==> src/sv/lzt_pkg.sv <==
`timescale 1ns / 1ps
// Shared types and defaults for the LZ77 match tokenizer.
// No dependencies; every other file of the block imports this package.
package lzt_pkg;

  localparam int WINDOW_MAX_DEF    = 256;
  localparam int LOOKAHEAD_MAX_DEF = 32;
  localparam int RING_DEPTH_DEF    = 512;

  localparam int CFG_IDX_W  = 8;
  localparam int CFG_DATA_W = 16;

  localparam logic [CFG_IDX_W-1:0] REG_WINDOW_SIZE    = 8'd0;
  localparam logic [CFG_IDX_W-1:0] REG_LOOKAHEAD_SIZE = 8'd1;

  localparam logic [8:0] WINDOW_RESET    = 9'd256;
  localparam logic [5:0] LOOKAHEAD_RESET = 6'd16;

  // Commands from the controller to the datapath.
  typedef struct packed {
    logic accept;    // store the incoming byte
    logic start;     // open a token decision at the cursor
    logic cap_head;  // latch the byte at the cursor
    logic compare;   // act on one byte comparison
    logic finish;    // load the token and advance the cursor
  } lzt_cmd_t;

  // Status from the datapath to the controller.
  typedef struct packed {
    logic token_due;  // enough bytes are held to decide a token
    logic cand;       // at least one candidate start exists
    logic extend;     // the current candidate grows by one byte
    logic more;       // another candidate follows the current one
  } lzt_stat_t;

endpackage

==> src/sv/lzt_if.sv <==
`timescale 1ns / 1ps
// Channel interfaces of the tokenizer: input bytes, tokens and register writes.
// Depends on lzt_pkg.
interface lzt_byte_if;
  logic       valid;
  logic       ready;
  logic [7:0] data_byte;
  logic       last_byte;
  modport source (output valid, data_byte, last_byte, input ready);
  modport sink (input valid, data_byte, last_byte, output ready);
endinterface

interface lzt_tok_if;
  logic       valid;
  logic       ready;
  logic       is_match;
  logic [7:0] match_offset;
  logic [4:0] match_length;
  logic [7:0] literal_byte;
  logic       last_token;
  modport source (output valid, is_match, match_offset, match_length, literal_byte,
                  last_token, input ready);
  modport sink (input valid, is_match, match_offset, match_length, literal_byte,
                last_token, output ready);
endinterface

interface lzt_cfg_if;
  import lzt_pkg::*;
  logic                  valid;
  logic                  ready;
  logic [CFG_IDX_W-1:0]  index;
  logic [CFG_DATA_W-1:0] data;
  modport source (output valid, index, data, input ready);
  modport sink (input valid, index, data, output ready);
endinterface

==> src/sv/lzt_ctrl.sv <==
`timescale 1ns / 1ps
// Controller state machine of the tokenizer.
// Depends on lzt_pkg; drives the commands of lzt_datapath.
module lzt_ctrl
  import lzt_pkg::*;
(
  input  logic      clk,
  input  logic      rst,
  input  logic      in_valid,
  output logic      in_ready,
  output logic      out_valid,
  input  logic      out_ready,
  input  lzt_stat_t stat,
  output lzt_cmd_t  cmd
);

  typedef enum logic [2:0] {
    ST_IDLE, ST_DECIDE, ST_HEAD_RD, ST_HEAD_CAP, ST_SCAN_RD, ST_SCAN_CMP, ST_RESULT, ST_EMIT
  } state_t;

  state_t state, state_next;

  always_comb begin
    cmd          = '0;
    cmd.accept   = in_valid && in_ready;
    cmd.start    = (state == ST_DECIDE) && stat.token_due;
    cmd.cap_head = (state == ST_HEAD_CAP);
    cmd.compare  = (state == ST_SCAN_CMP);
    cmd.finish   = (state == ST_RESULT);
  end

  always_comb begin
    state_next = state;
    unique case (state)
      ST_IDLE:     if (in_valid) state_next = ST_DECIDE;
      ST_DECIDE:   state_next = stat.token_due ? ST_HEAD_RD : ST_IDLE;
      ST_HEAD_RD:  state_next = ST_HEAD_CAP;
      ST_HEAD_CAP: state_next = stat.cand ? ST_SCAN_RD : ST_RESULT;
      ST_SCAN_RD:  state_next = ST_SCAN_CMP;
      ST_SCAN_CMP: state_next = (stat.extend || stat.more) ? ST_SCAN_RD : ST_RESULT;
      ST_RESULT:   state_next = ST_EMIT;
      ST_EMIT:     if (out_ready) state_next = ST_DECIDE;
      default:     state_next = ST_IDLE;
    endcase
  end

  always_ff @(posedge clk) begin
    if (rst) begin
      state     <= ST_IDLE;
      in_ready  <= 1'b1;
      out_valid <= 1'b0;
    end else begin
      state     <= state_next;
      in_ready  <= (state_next == ST_IDLE);
      out_valid <= (state_next == ST_EMIT);
    end
  end

endmodule

==> src/sv/lzt_datapath.sv <==
`timescale 1ns / 1ps
// Datapath of the tokenizer: byte ring, positions, candidate scan and token register.
// Depends on lzt_pkg; steered by lzt_ctrl.
module lzt_datapath
  import lzt_pkg::*;
#(
  parameter int WINDOW_MAX    = WINDOW_MAX_DEF,
  parameter int LOOKAHEAD_MAX = LOOKAHEAD_MAX_DEF,
  parameter int RING_DEPTH    = RING_DEPTH_DEF
) (
  input  logic                             clk,
  input  logic                             rst,
  input  lzt_cmd_t                         cmd,
  output lzt_stat_t                        stat,
  input  logic [7:0]                       data_byte,
  input  logic                             last_byte,
  input  logic [$clog2(WINDOW_MAX)-1:0]    win_m1,
  input  logic [$clog2(LOOKAHEAD_MAX)-1:0] maxlen,
  output logic                             is_match,
  output logic [7:0]                       match_offset,
  output logic [4:0]                       match_length,
  output logic [7:0]                       literal_byte,
  output logic                             last_token
);

  localparam int DW = $clog2(WINDOW_MAX);
  localparam int LW = $clog2(LOOKAHEAD_MAX);
  localparam int AW = $clog2(RING_DEPTH);
  localparam logic [AW:0] DEPTH = (AW+1)'(RING_DEPTH);

  logic [7:0]    ring [RING_DEPTH];
  logic [7:0]    rd_a, rd_b;
  logic [31:0]   cursor, received;
  logic [AW-1:0] cur_idx, wr_idx;
  logic          end_seen;
  logic [DW-1:0] back_dist, best_d;
  logic [LW-1:0] len, best_len;
  logic [7:0]    head;

  logic [31:0]   pending, cursor_next;
  logic [AW:0]   back_sum, back_red, a_sum, b_sum, adv_sum;
  logic [AW-1:0] addr_a, addr_b, wr_next, cur_idx_next;
  logic          in_range;

  assign pending = received - cursor;

  // Ring positions wrap at the ring depth; each sum stays below twice the depth.
  always_comb begin
    back_sum = {1'b0, cur_idx} + DEPTH - (AW+1)'(back_dist);
    back_red = (back_sum >= DEPTH) ? back_sum - DEPTH : back_sum;
    a_sum    = back_red + (AW+1)'(len);
    addr_a   = (a_sum >= DEPTH) ? AW'(a_sum - DEPTH) : AW'(a_sum);
    b_sum    = {1'b0, cur_idx} + (AW+1)'(len);
    addr_b   = (b_sum >= DEPTH) ? AW'(b_sum - DEPTH) : AW'(b_sum);
    wr_next  = ({1'b0, wr_idx} + 1'b1 >= DEPTH) ? '0 : wr_idx + 1'b1;
  end

  always_comb begin
    if (best_len > LW'(1)) begin
      cursor_next = cursor + 32'(best_len);
      adv_sum     = {1'b0, cur_idx} + (AW+1)'(best_len);
    end else begin
      cursor_next = cursor + 32'd1;
      adv_sum     = {1'b0, cur_idx} + 1'b1;
    end
    cur_idx_next = (adv_sum >= DEPTH) ? AW'(adv_sum - DEPTH) : AW'(adv_sum);
  end

  assign in_range = (len == '0) ||
                    ((len < maxlen) && (32'(len) < 32'(back_dist)) && (32'(len) < pending));

  assign stat.token_due = (pending != '0) && (end_seen || (pending >= 32'(maxlen)));
  assign stat.cand      = (back_dist >= DW'(2));
  assign stat.extend    = in_range && (rd_a == rd_b);
  assign stat.more      = (back_dist > DW'(2));

  always_ff @(posedge clk) begin
    rd_a <= ring[addr_a];
    rd_b <= ring[addr_b];
    if (cmd.accept) ring[end_seen ? '0 : wr_idx] <= data_byte;
  end

  always_ff @(posedge clk) begin
    if (rst) begin
      cursor   <= '0;
      received <= '0;
      cur_idx  <= '0;
      wr_idx   <= '0;
      end_seen <= 1'b0;
    end else if (cmd.accept) begin
      // A byte after the end of a string opens a new one.
      if (end_seen) begin
        cursor   <= '0;
        received <= 32'd1;
        cur_idx  <= '0;
        wr_idx   <= (DEPTH > (AW+1)'(1)) ? AW'(1) : '0;
      end else begin
        received <= received + 32'd1;
        wr_idx   <= wr_next;
      end
      end_seen <= last_byte;
    end else if (cmd.finish) begin
      cursor  <= cursor_next;
      cur_idx <= cur_idx_next;
    end
  end

  always_ff @(posedge clk) begin
    if (cmd.start) begin
      back_dist <= (cursor >= 32'(win_m1)) ? win_m1 : DW'(cursor);
      len       <= '0;
      best_len  <= LW'(1);
      best_d    <= '0;
    end else if (cmd.cap_head) begin
      head <= rd_b;
    end else if (cmd.compare) begin
      if (stat.extend) begin
        len <= len + 1'b1;
      end else begin
        if (len > best_len) begin
          best_len <= len;
          best_d   <= back_dist;
        end
        len       <= '0;
        back_dist <= back_dist - 1'b1;
      end
    end
    if (cmd.finish) begin
      is_match     <= (best_len > LW'(1));
      match_offset <= (best_len > LW'(1)) ? 8'(best_d) : 8'd0;
      match_length <= (best_len > LW'(1)) ? 5'(best_len) : 5'd0;
      literal_byte <= (best_len > LW'(1)) ? 8'd0 : head;
      last_token   <= end_seen && (cursor_next == received);
    end
  end

endmodule

==> src/sv/lz77_match_tokenizer_core.sv <==
`timescale 1ns / 1ps
// Top level of the LZ77 match tokenizer: register file, controller and datapath.
// Depends on lzt_pkg, the interfaces in lzt_if.sv, lzt_ctrl and lzt_datapath.
//
//   Channel   Kind     Carries
//   byte_ch   sink     data_byte, last_byte (one request per input byte)
//   token_ch  source   is_match, match_offset, match_length, literal_byte, last_token
//   cfg_ch    sink     index, data (0 = window_size, 1 = lookahead_size)
//
// One byte is taken at a time. After it the block decides every token that has
// become due; each token passes the decide, head read, head capture, result and
// emit states, plus a read and a compare state per byte comparison, since every
// comparison goes through the single pair of read ports of the byte ring.
// Reset is synchronous and active high; it clears the positions and the end flag,
// while the ring itself needs no clearing. A stalled token holds the block.
module lz77_match_tokenizer_core
  import lzt_pkg::*;
#(
  parameter int WINDOW_MAX    = WINDOW_MAX_DEF,
  parameter int LOOKAHEAD_MAX = LOOKAHEAD_MAX_DEF,
  parameter int RING_DEPTH    = RING_DEPTH_DEF
) (
  input logic        clk,
  input logic        rst,
  lzt_byte_if.sink   byte_ch,
  lzt_tok_if.source  token_ch,
  lzt_cfg_if.sink    cfg_ch
);

  localparam int DW = $clog2(WINDOW_MAX);
  localparam int LW = $clog2(LOOKAHEAD_MAX);

  logic [8:0]    window_size;
  logic [5:0]    lookahead_size;
  logic [31:0]   win_clamp, look_clamp;
  logic [DW-1:0] win_m1;
  logic [LW-1:0] maxlen;
  lzt_cmd_t      cmd;
  lzt_stat_t     stat;

  // Register writes are always taken; the user keeps them to idle times, unenforced by the block.
  assign cfg_ch.ready = 1'b1;

  always_ff @(posedge clk) begin
    if (rst) begin
      window_size    <= WINDOW_RESET;
      lookahead_size <= LOOKAHEAD_RESET;
    end else if (cfg_ch.valid) begin
      unique case (cfg_ch.index)
        REG_WINDOW_SIZE:    window_size    <= cfg_ch.data[8:0];
        REG_LOOKAHEAD_SIZE: lookahead_size <= cfg_ch.data[5:0];
        default: ;
      endcase
    end
  end

  // Out-of-range settings are clamped to what the hardware supports.
  always_comb begin
    win_clamp  = 32'(window_size);
    look_clamp = 32'(lookahead_size);
    if (win_clamp < 32'd2) win_clamp = 32'd2;
    if (win_clamp > 32'(WINDOW_MAX)) win_clamp = 32'(WINDOW_MAX);
    if (look_clamp < 32'd2) look_clamp = 32'd2;
    if (look_clamp > 32'(LOOKAHEAD_MAX)) look_clamp = 32'(LOOKAHEAD_MAX);
    win_m1 = DW'(win_clamp - 32'd1);
    maxlen = LW'(look_clamp - 32'd1);
  end

  lzt_ctrl u_ctrl (
    .clk       (clk),
    .rst       (rst),
    .in_valid  (byte_ch.valid),
    .in_ready  (byte_ch.ready),
    .out_valid (token_ch.valid),
    .out_ready (token_ch.ready),
    .stat      (stat),
    .cmd       (cmd)
  );

  lzt_datapath #(
    .WINDOW_MAX    (WINDOW_MAX),
    .LOOKAHEAD_MAX (LOOKAHEAD_MAX),
    .RING_DEPTH    (RING_DEPTH)
  ) u_dp (
    .clk          (clk),
    .rst          (rst),
    .cmd          (cmd),
    .stat         (stat),
    .data_byte    (byte_ch.data_byte),
    .last_byte    (byte_ch.last_byte),
    .win_m1       (win_m1),
    .maxlen       (maxlen),
    .is_match     (token_ch.is_match),
    .match_offset (token_ch.match_offset),
    .match_length (token_ch.match_length),
    .literal_byte (token_ch.literal_byte),
    .last_token   (token_ch.last_token)
  );

  // A pending token keeps the byte channel closed.
  a_token_blocks_bytes: assert property (@(posedge clk) disable iff (rst)
    token_ch.valid |-> !byte_ch.ready)
    else $error("byte channel open while a token waits");

  // Each accepted byte is followed by decision work, during which the byte channel stays closed.
  a_byte_closes_input: assert property (@(posedge clk) disable iff (rst)
    (byte_ch.valid && byte_ch.ready) |=> !byte_ch.ready)
    else $error("byte channel stayed open after a request");

  // A match token carries no literal; a literal token carries no offset or length.
  a_match_fields: assert property (@(posedge clk) disable iff (rst)
    (token_ch.valid && token_ch.is_match) |-> (token_ch.literal_byte == 8'd0))
    else $error("match token with a literal byte");

  a_literal_fields: assert property (@(posedge clk) disable iff (rst)
    (token_ch.valid && !token_ch.is_match) |->
      (token_ch.match_offset == 8'd0 && token_ch.match_length == 5'd0))
    else $error("literal token with offset or length");

endmodule
==> src/flat_wrapper.sv <==
// flat-port wrapper written by rule: the top's interface ports become plain ports
module lz77_match_tokenizer_core_flat import lzt_pkg::*;
#(
  parameter int WINDOW_MAX    = WINDOW_MAX_DEF,
  parameter int LOOKAHEAD_MAX = LOOKAHEAD_MAX_DEF,
  parameter int RING_DEPTH    = RING_DEPTH_DEF
)
  (clk, rst, byte_ch_valid, byte_ch_data_byte, byte_ch_last_byte, byte_ch_ready, token_ch_valid, token_ch_is_match, token_ch_match_offset, token_ch_match_length, token_ch_literal_byte, token_ch_last_token, token_ch_ready, cfg_ch_valid, cfg_ch_index, cfg_ch_data, cfg_ch_ready);
  lzt_byte_if byte_ch_i ();
  lzt_tok_if token_ch_i ();
  lzt_cfg_if cfg_ch_i ();
  input logic clk;
  input logic rst;
  input wire logic [$bits(byte_ch_i.valid)-1:0] byte_ch_valid;
  input wire logic [$bits(byte_ch_i.data_byte)-1:0] byte_ch_data_byte;
  input wire logic [$bits(byte_ch_i.last_byte)-1:0] byte_ch_last_byte;
  output wire logic [$bits(byte_ch_i.ready)-1:0] byte_ch_ready;
  output wire logic [$bits(token_ch_i.valid)-1:0] token_ch_valid;
  output wire logic [$bits(token_ch_i.is_match)-1:0] token_ch_is_match;
  output wire logic [$bits(token_ch_i.match_offset)-1:0] token_ch_match_offset;
  output wire logic [$bits(token_ch_i.match_length)-1:0] token_ch_match_length;
  output wire logic [$bits(token_ch_i.literal_byte)-1:0] token_ch_literal_byte;
  output wire logic [$bits(token_ch_i.last_token)-1:0] token_ch_last_token;
  input wire logic [$bits(token_ch_i.ready)-1:0] token_ch_ready;
  input wire logic [$bits(cfg_ch_i.valid)-1:0] cfg_ch_valid;
  input wire logic [$bits(cfg_ch_i.index)-1:0] cfg_ch_index;
  input wire logic [$bits(cfg_ch_i.data)-1:0] cfg_ch_data;
  output wire logic [$bits(cfg_ch_i.ready)-1:0] cfg_ch_ready;
  assign byte_ch_i.valid = byte_ch_valid;
  assign byte_ch_i.data_byte = byte_ch_data_byte;
  assign byte_ch_i.last_byte = byte_ch_last_byte;
  assign byte_ch_ready = byte_ch_i.ready;
  assign token_ch_valid = token_ch_i.valid;
  assign token_ch_is_match = token_ch_i.is_match;
  assign token_ch_match_offset = token_ch_i.match_offset;
  assign token_ch_match_length = token_ch_i.match_length;
  assign token_ch_literal_byte = token_ch_i.literal_byte;
  assign token_ch_last_token = token_ch_i.last_token;
  assign token_ch_i.ready = token_ch_ready;
  assign cfg_ch_i.valid = cfg_ch_valid;
  assign cfg_ch_i.index = cfg_ch_index;
  assign cfg_ch_i.data = cfg_ch_data;
  assign cfg_ch_ready = cfg_ch_i.ready;
  lz77_match_tokenizer_core #(.WINDOW_MAX(WINDOW_MAX), .LOOKAHEAD_MAX(LOOKAHEAD_MAX), .RING_DEPTH(RING_DEPTH)) u_core (.clk(clk), .rst(rst), .byte_ch(byte_ch_i), .token_ch(token_ch_i), .cfg_ch(cfg_ch_i));
endmodule
==> config.mk <==
export PLATFORM = sky130hd
export DESIGN_NAME = lz77_match_tokenizer_core_flat
export DESIGN_NICKNAME = d
export VERILOG_FILES = /design/src/sv/lzt_pkg.sv /design/src/sv/lzt_if.sv /design/src/sv/lzt_ctrl.sv /design/src/sv/lzt_datapath.sv /design/src/sv/lz77_match_tokenizer_core.sv /design/src/flat_wrapper.sv
export SDC_FILE = /design/constraint.sdc
export NUM_CORES = 2
export LEC_CHECK = 0
export BUFFER_PORTS_ARGS = -buffer_cell sky130_fd_sc_hd__clkbuf_2
export CAP_MARGIN = 20
export CORE_ASPECT_RATIO = 1.75
export CORE_MARGIN = 1
export CORE_UTILIZATION = 65
export CTS_CLUSTER_DIAMETER = 120
export DETAILED_ROUTE_END_ITERATION = 7
export PLACE_DENSITY_LB_ADDON = 0.05
export SYNTH_ARGS = -nofsm -noshare
export SYNTH_HDL_FRONTEND = slang
export SYNTH_SLANG_ARGS = --single-unit
==> constraint.sdc <==
create_clock -name clk -period 12.2 [get_ports clk]
set_input_delay 0 -clock clk [delete_from_list [all_inputs] [get_ports clk]]
set_output_delay 0 -clock clk [all_outputs]
set_load 0.005 [all_outputs]
==> flow_summary.toml <==
[outcome]
status = "completed"

[detailed_routing]
drtPass1Iterations = 8
dr_total_vias = 111000
drc = 0
drt_iter0_drc = 15700
vias_per_cell = 7.89
wl_per_cell_um = 42.7
wl_mm = 599
ant_nets = 0

[critical_path]
cp-start-kind = "flop"
crit_fanout = 67
crit_type = "flop to flop"
arrival_ns = 7.79
crit_path_end_kind = "flop"
cp.required_ns = 13.01

[cts]
cts_num_sinks = 4272
cts_resized = 0
numCtsBuffers = 378
cts_tree = "built"
clkTransAtPathRegs_ns = 0.07
clock_path_buffers = 4
clk_latency_ns = 0.97
cts_htree_levels = 5
clockRootBuffer = "clkbuf_16"

[global_route]
gr-total-overflow = 0
grt_antenna_before_repair = 57
grt_pass1_vias = 112000
grt_usage_pct = 38.8
grt_max_degree = 219
grt_pass1_wl_mm = 843

[synthesis]
syn_avg_cell_area_um2 = 21.0
synth_async_sr_flop_share_pct = 0
yosys_warnings = 0
synth_top_family_by_area = "multiplexers"
synthCells = 9600
yosysTopAreaCell = "edfxtp_1"
synth_xor_area_share_pct = 0.639
synth_edf_count = 4135
synth_compound_area_share_pct = 1.08
synthAdderAreaFrac_pct = 0.662
synth_top_flop_cell = "edfxtp_1"
synth.mux.area_fraction_pct = 30.6
synth-simple-area-share_pct = 2.39
yosys.area.top_type_share_pct = 61.6
synth_nets = 9741
synth_area_leaders = "edfxtp_1 62%, mux4_2 30%, dfxtp_1 1.4%"
synth-seq-cells = 4272
syn-cell-area_mm2 = 0.201
ys_seq_area_share_pct = 63.0
yosysUniqueCellTypes = 73

[cells_and_area]
fillers = 17900
layout.cells.non_filler = 14000
drive_above_1_share_pct = 37.2
finish.net_count = 9712
area_growth_pct = 9.39
final_cell_mix = "4135 x edfxtp_1, 2704 x mux4_2, 681 x nor2_1"
fin_util_pct = 71.4
design_area_mm2 = 0.220
final_common_cell = "edfxtp_1"

[floorplan]
die_h_um = 738
initial_utilization_pct = 65.3
ios = 64
die_x_um = 423
coreArea_mm2 = 0.308
rows = 270
die-area_mm2 = 0.312

[hold_path]
min_path_type = "input port to flop"

[sta]
min_period_over_period_pct = 57.2
tightest_slew_ns = 1.31
skew_ns = 0.0339
fin_crit_ns = 6.98
fin_setup_tns_ns = 0
rsz0062_at_grt = "false"
holdWs_ns = 0.0434
final_hold_viol_count = 0
drv_slew = 0
max_freq_mhz = 143
finalSetupViolCount = 0
maxSlewHeadroom_pct = 12.7

[place]
portBuffers = 55
hpwl_mm = 381
dp.cells = 13200
place.gp.congestion = 0.919
placed_cell_area_mm2 = 0.207

[pwr]
peakVddDrop_uv = 173
p_per_area_mw_per_mm2 = 182
power.leakage_nw = 66.7

[flow_run]
drv_cap = 0
-- stage by stage --
stage | worst slack (ns) | power (mW)
6_report | 5.22 | 40.0
5_1_grt | 5.10 | 40.8
4_1_cts | 5.37 | 40.0
3_5_place_dp | 5.38 | 27.6
3_3_place_gp | 5.35 | 27.5
2_1_floorplan | 7.65 | 23.8
-- Yosys cell counts (5+ instances only) --
library cell,number
buf_1,192
dfxtp_1,137
a211o_1,5
o21bai_1,15
nor4_1,22
inv_1,82
fa_1,6
a21o_1,29
o211ai_1,14
a211oi_1,8
ha_1,97
and2_1,13
or3_1,12
clkbuf_1,536
a31oi_1,8
a22oi_1,9
o22ai_1,10
o21ai_1,8
o31ai_1,6
buf_2,24
xor2_1,55
o21a_1,11
a221oi_1,13
nand4_1,37
edfxtp_1,4135
nor3_1,45
xnor2_1,92
and3_1,20
a21oi_1,102
nand3_1,55
mux4_2,2704
nand2b_1,17
mux2_2,29
o21ai_0,68
and4_1,5
nor2_1,682
nor2b_1,23
mux2i_1,48
nand2_1,165
-- report_power, final --
part / internal [mW] / switching (mW) / total (mW) / leakage [nW]
combinational: 5.26 / 5.99 / 11.2 / 22.2
clock: 7.07 / 5.51 / 12.6 / 6.21
sequential: 16.1 / 0.0624 / 16.2 / 38.3
total: 28.4 / 11.6 / 40.0 / 66.7
-- critical path, cell delays in order, from the launching register on --
cell      delay [ns]
edfxtp_1        0.55
ha_1            0.25
inv_1           0.06
fa_1            0.51
inv_1           0.06
fa_4            1.18
buf_4           0.91
buf_4           0.86
mux4_2          0.43
mux4_2          0.61
mux4_2          0.51
mux2i_1         0.56
a221oi_1        0.19
-- routing by layer --
layer	part of all wire, %	up-vias	wire length [um]	global-route usage (%)
met3	9.6	1710	57500	7.97
met2	51	8305	304000	63.3
met4	9.4	28	56200	31.1
met1	30	58700	181000	44.8
met5	0.033	-	198	0
li1	-	41800	-	-
-- cell type report --
class	instances	area, um2	share of cell area (%)
tap	4080	5100	2.32
antenna	55	138	0.0625
inverter	82	308	0.140
clock buffer	440	9990	4.53
sequential	4272	127000	57.6
multi-input combinational	4492	71700	32.5
timing repair buffer	345	3420	1.55
clock inverter	246	2780	1.26
-- registers in the layout, summed over array words and instances, names as in the netlist, 9 cells and up --
signal	count
u_core.window_size	9
u_core.u_dp.cursor	32
u_core.u_dp.cur_idx	9
u_core.u_dp.ring	4096
u_core.u_dp.received	32
u_core.u_dp.wr_idx	9
-- cell families (layout without fill, tap and decap cells) --
family | after synthesis | after routing
adder cells (fa/ha/maj) | 103 | 103
flip-flops | 4272 | 4272
AND/OR/NAND/NOR | 1118 | 1118
AO/OA/AOI/OAI | 342 | 342
buffers and inverters | 836 | 1113
XOR/XNOR | 147 | 147
other | 1 | 56
multiplexers | 2781 | 2781
-- final timing paths --
check	from	to	slack, ns	cells after the start
hold / removal	cfg_ch_data[6]	u_core.window_size[6]	0.04	4
hold reg to reg	u_core.u_dp.head[2]	u_core.u_dp.literal_byte[2]	0.52	1
setup / recovery	u_core.u_dp.back_dist[0]	u_core.u_dp.rd_a[3]	5.22	12
setup reg to reg	u_core.u_dp.back_dist[0]	u_core.u_dp.rd_a[3]	5.22	12
-- what timing repair did --
item | 4_1_cts | 5_1_grt
buffers inserted | 0 | 0
hold endpoints to repair | 1141 | 0
hold buffers | 39 | 0
(Power assumes the default switching activity.)
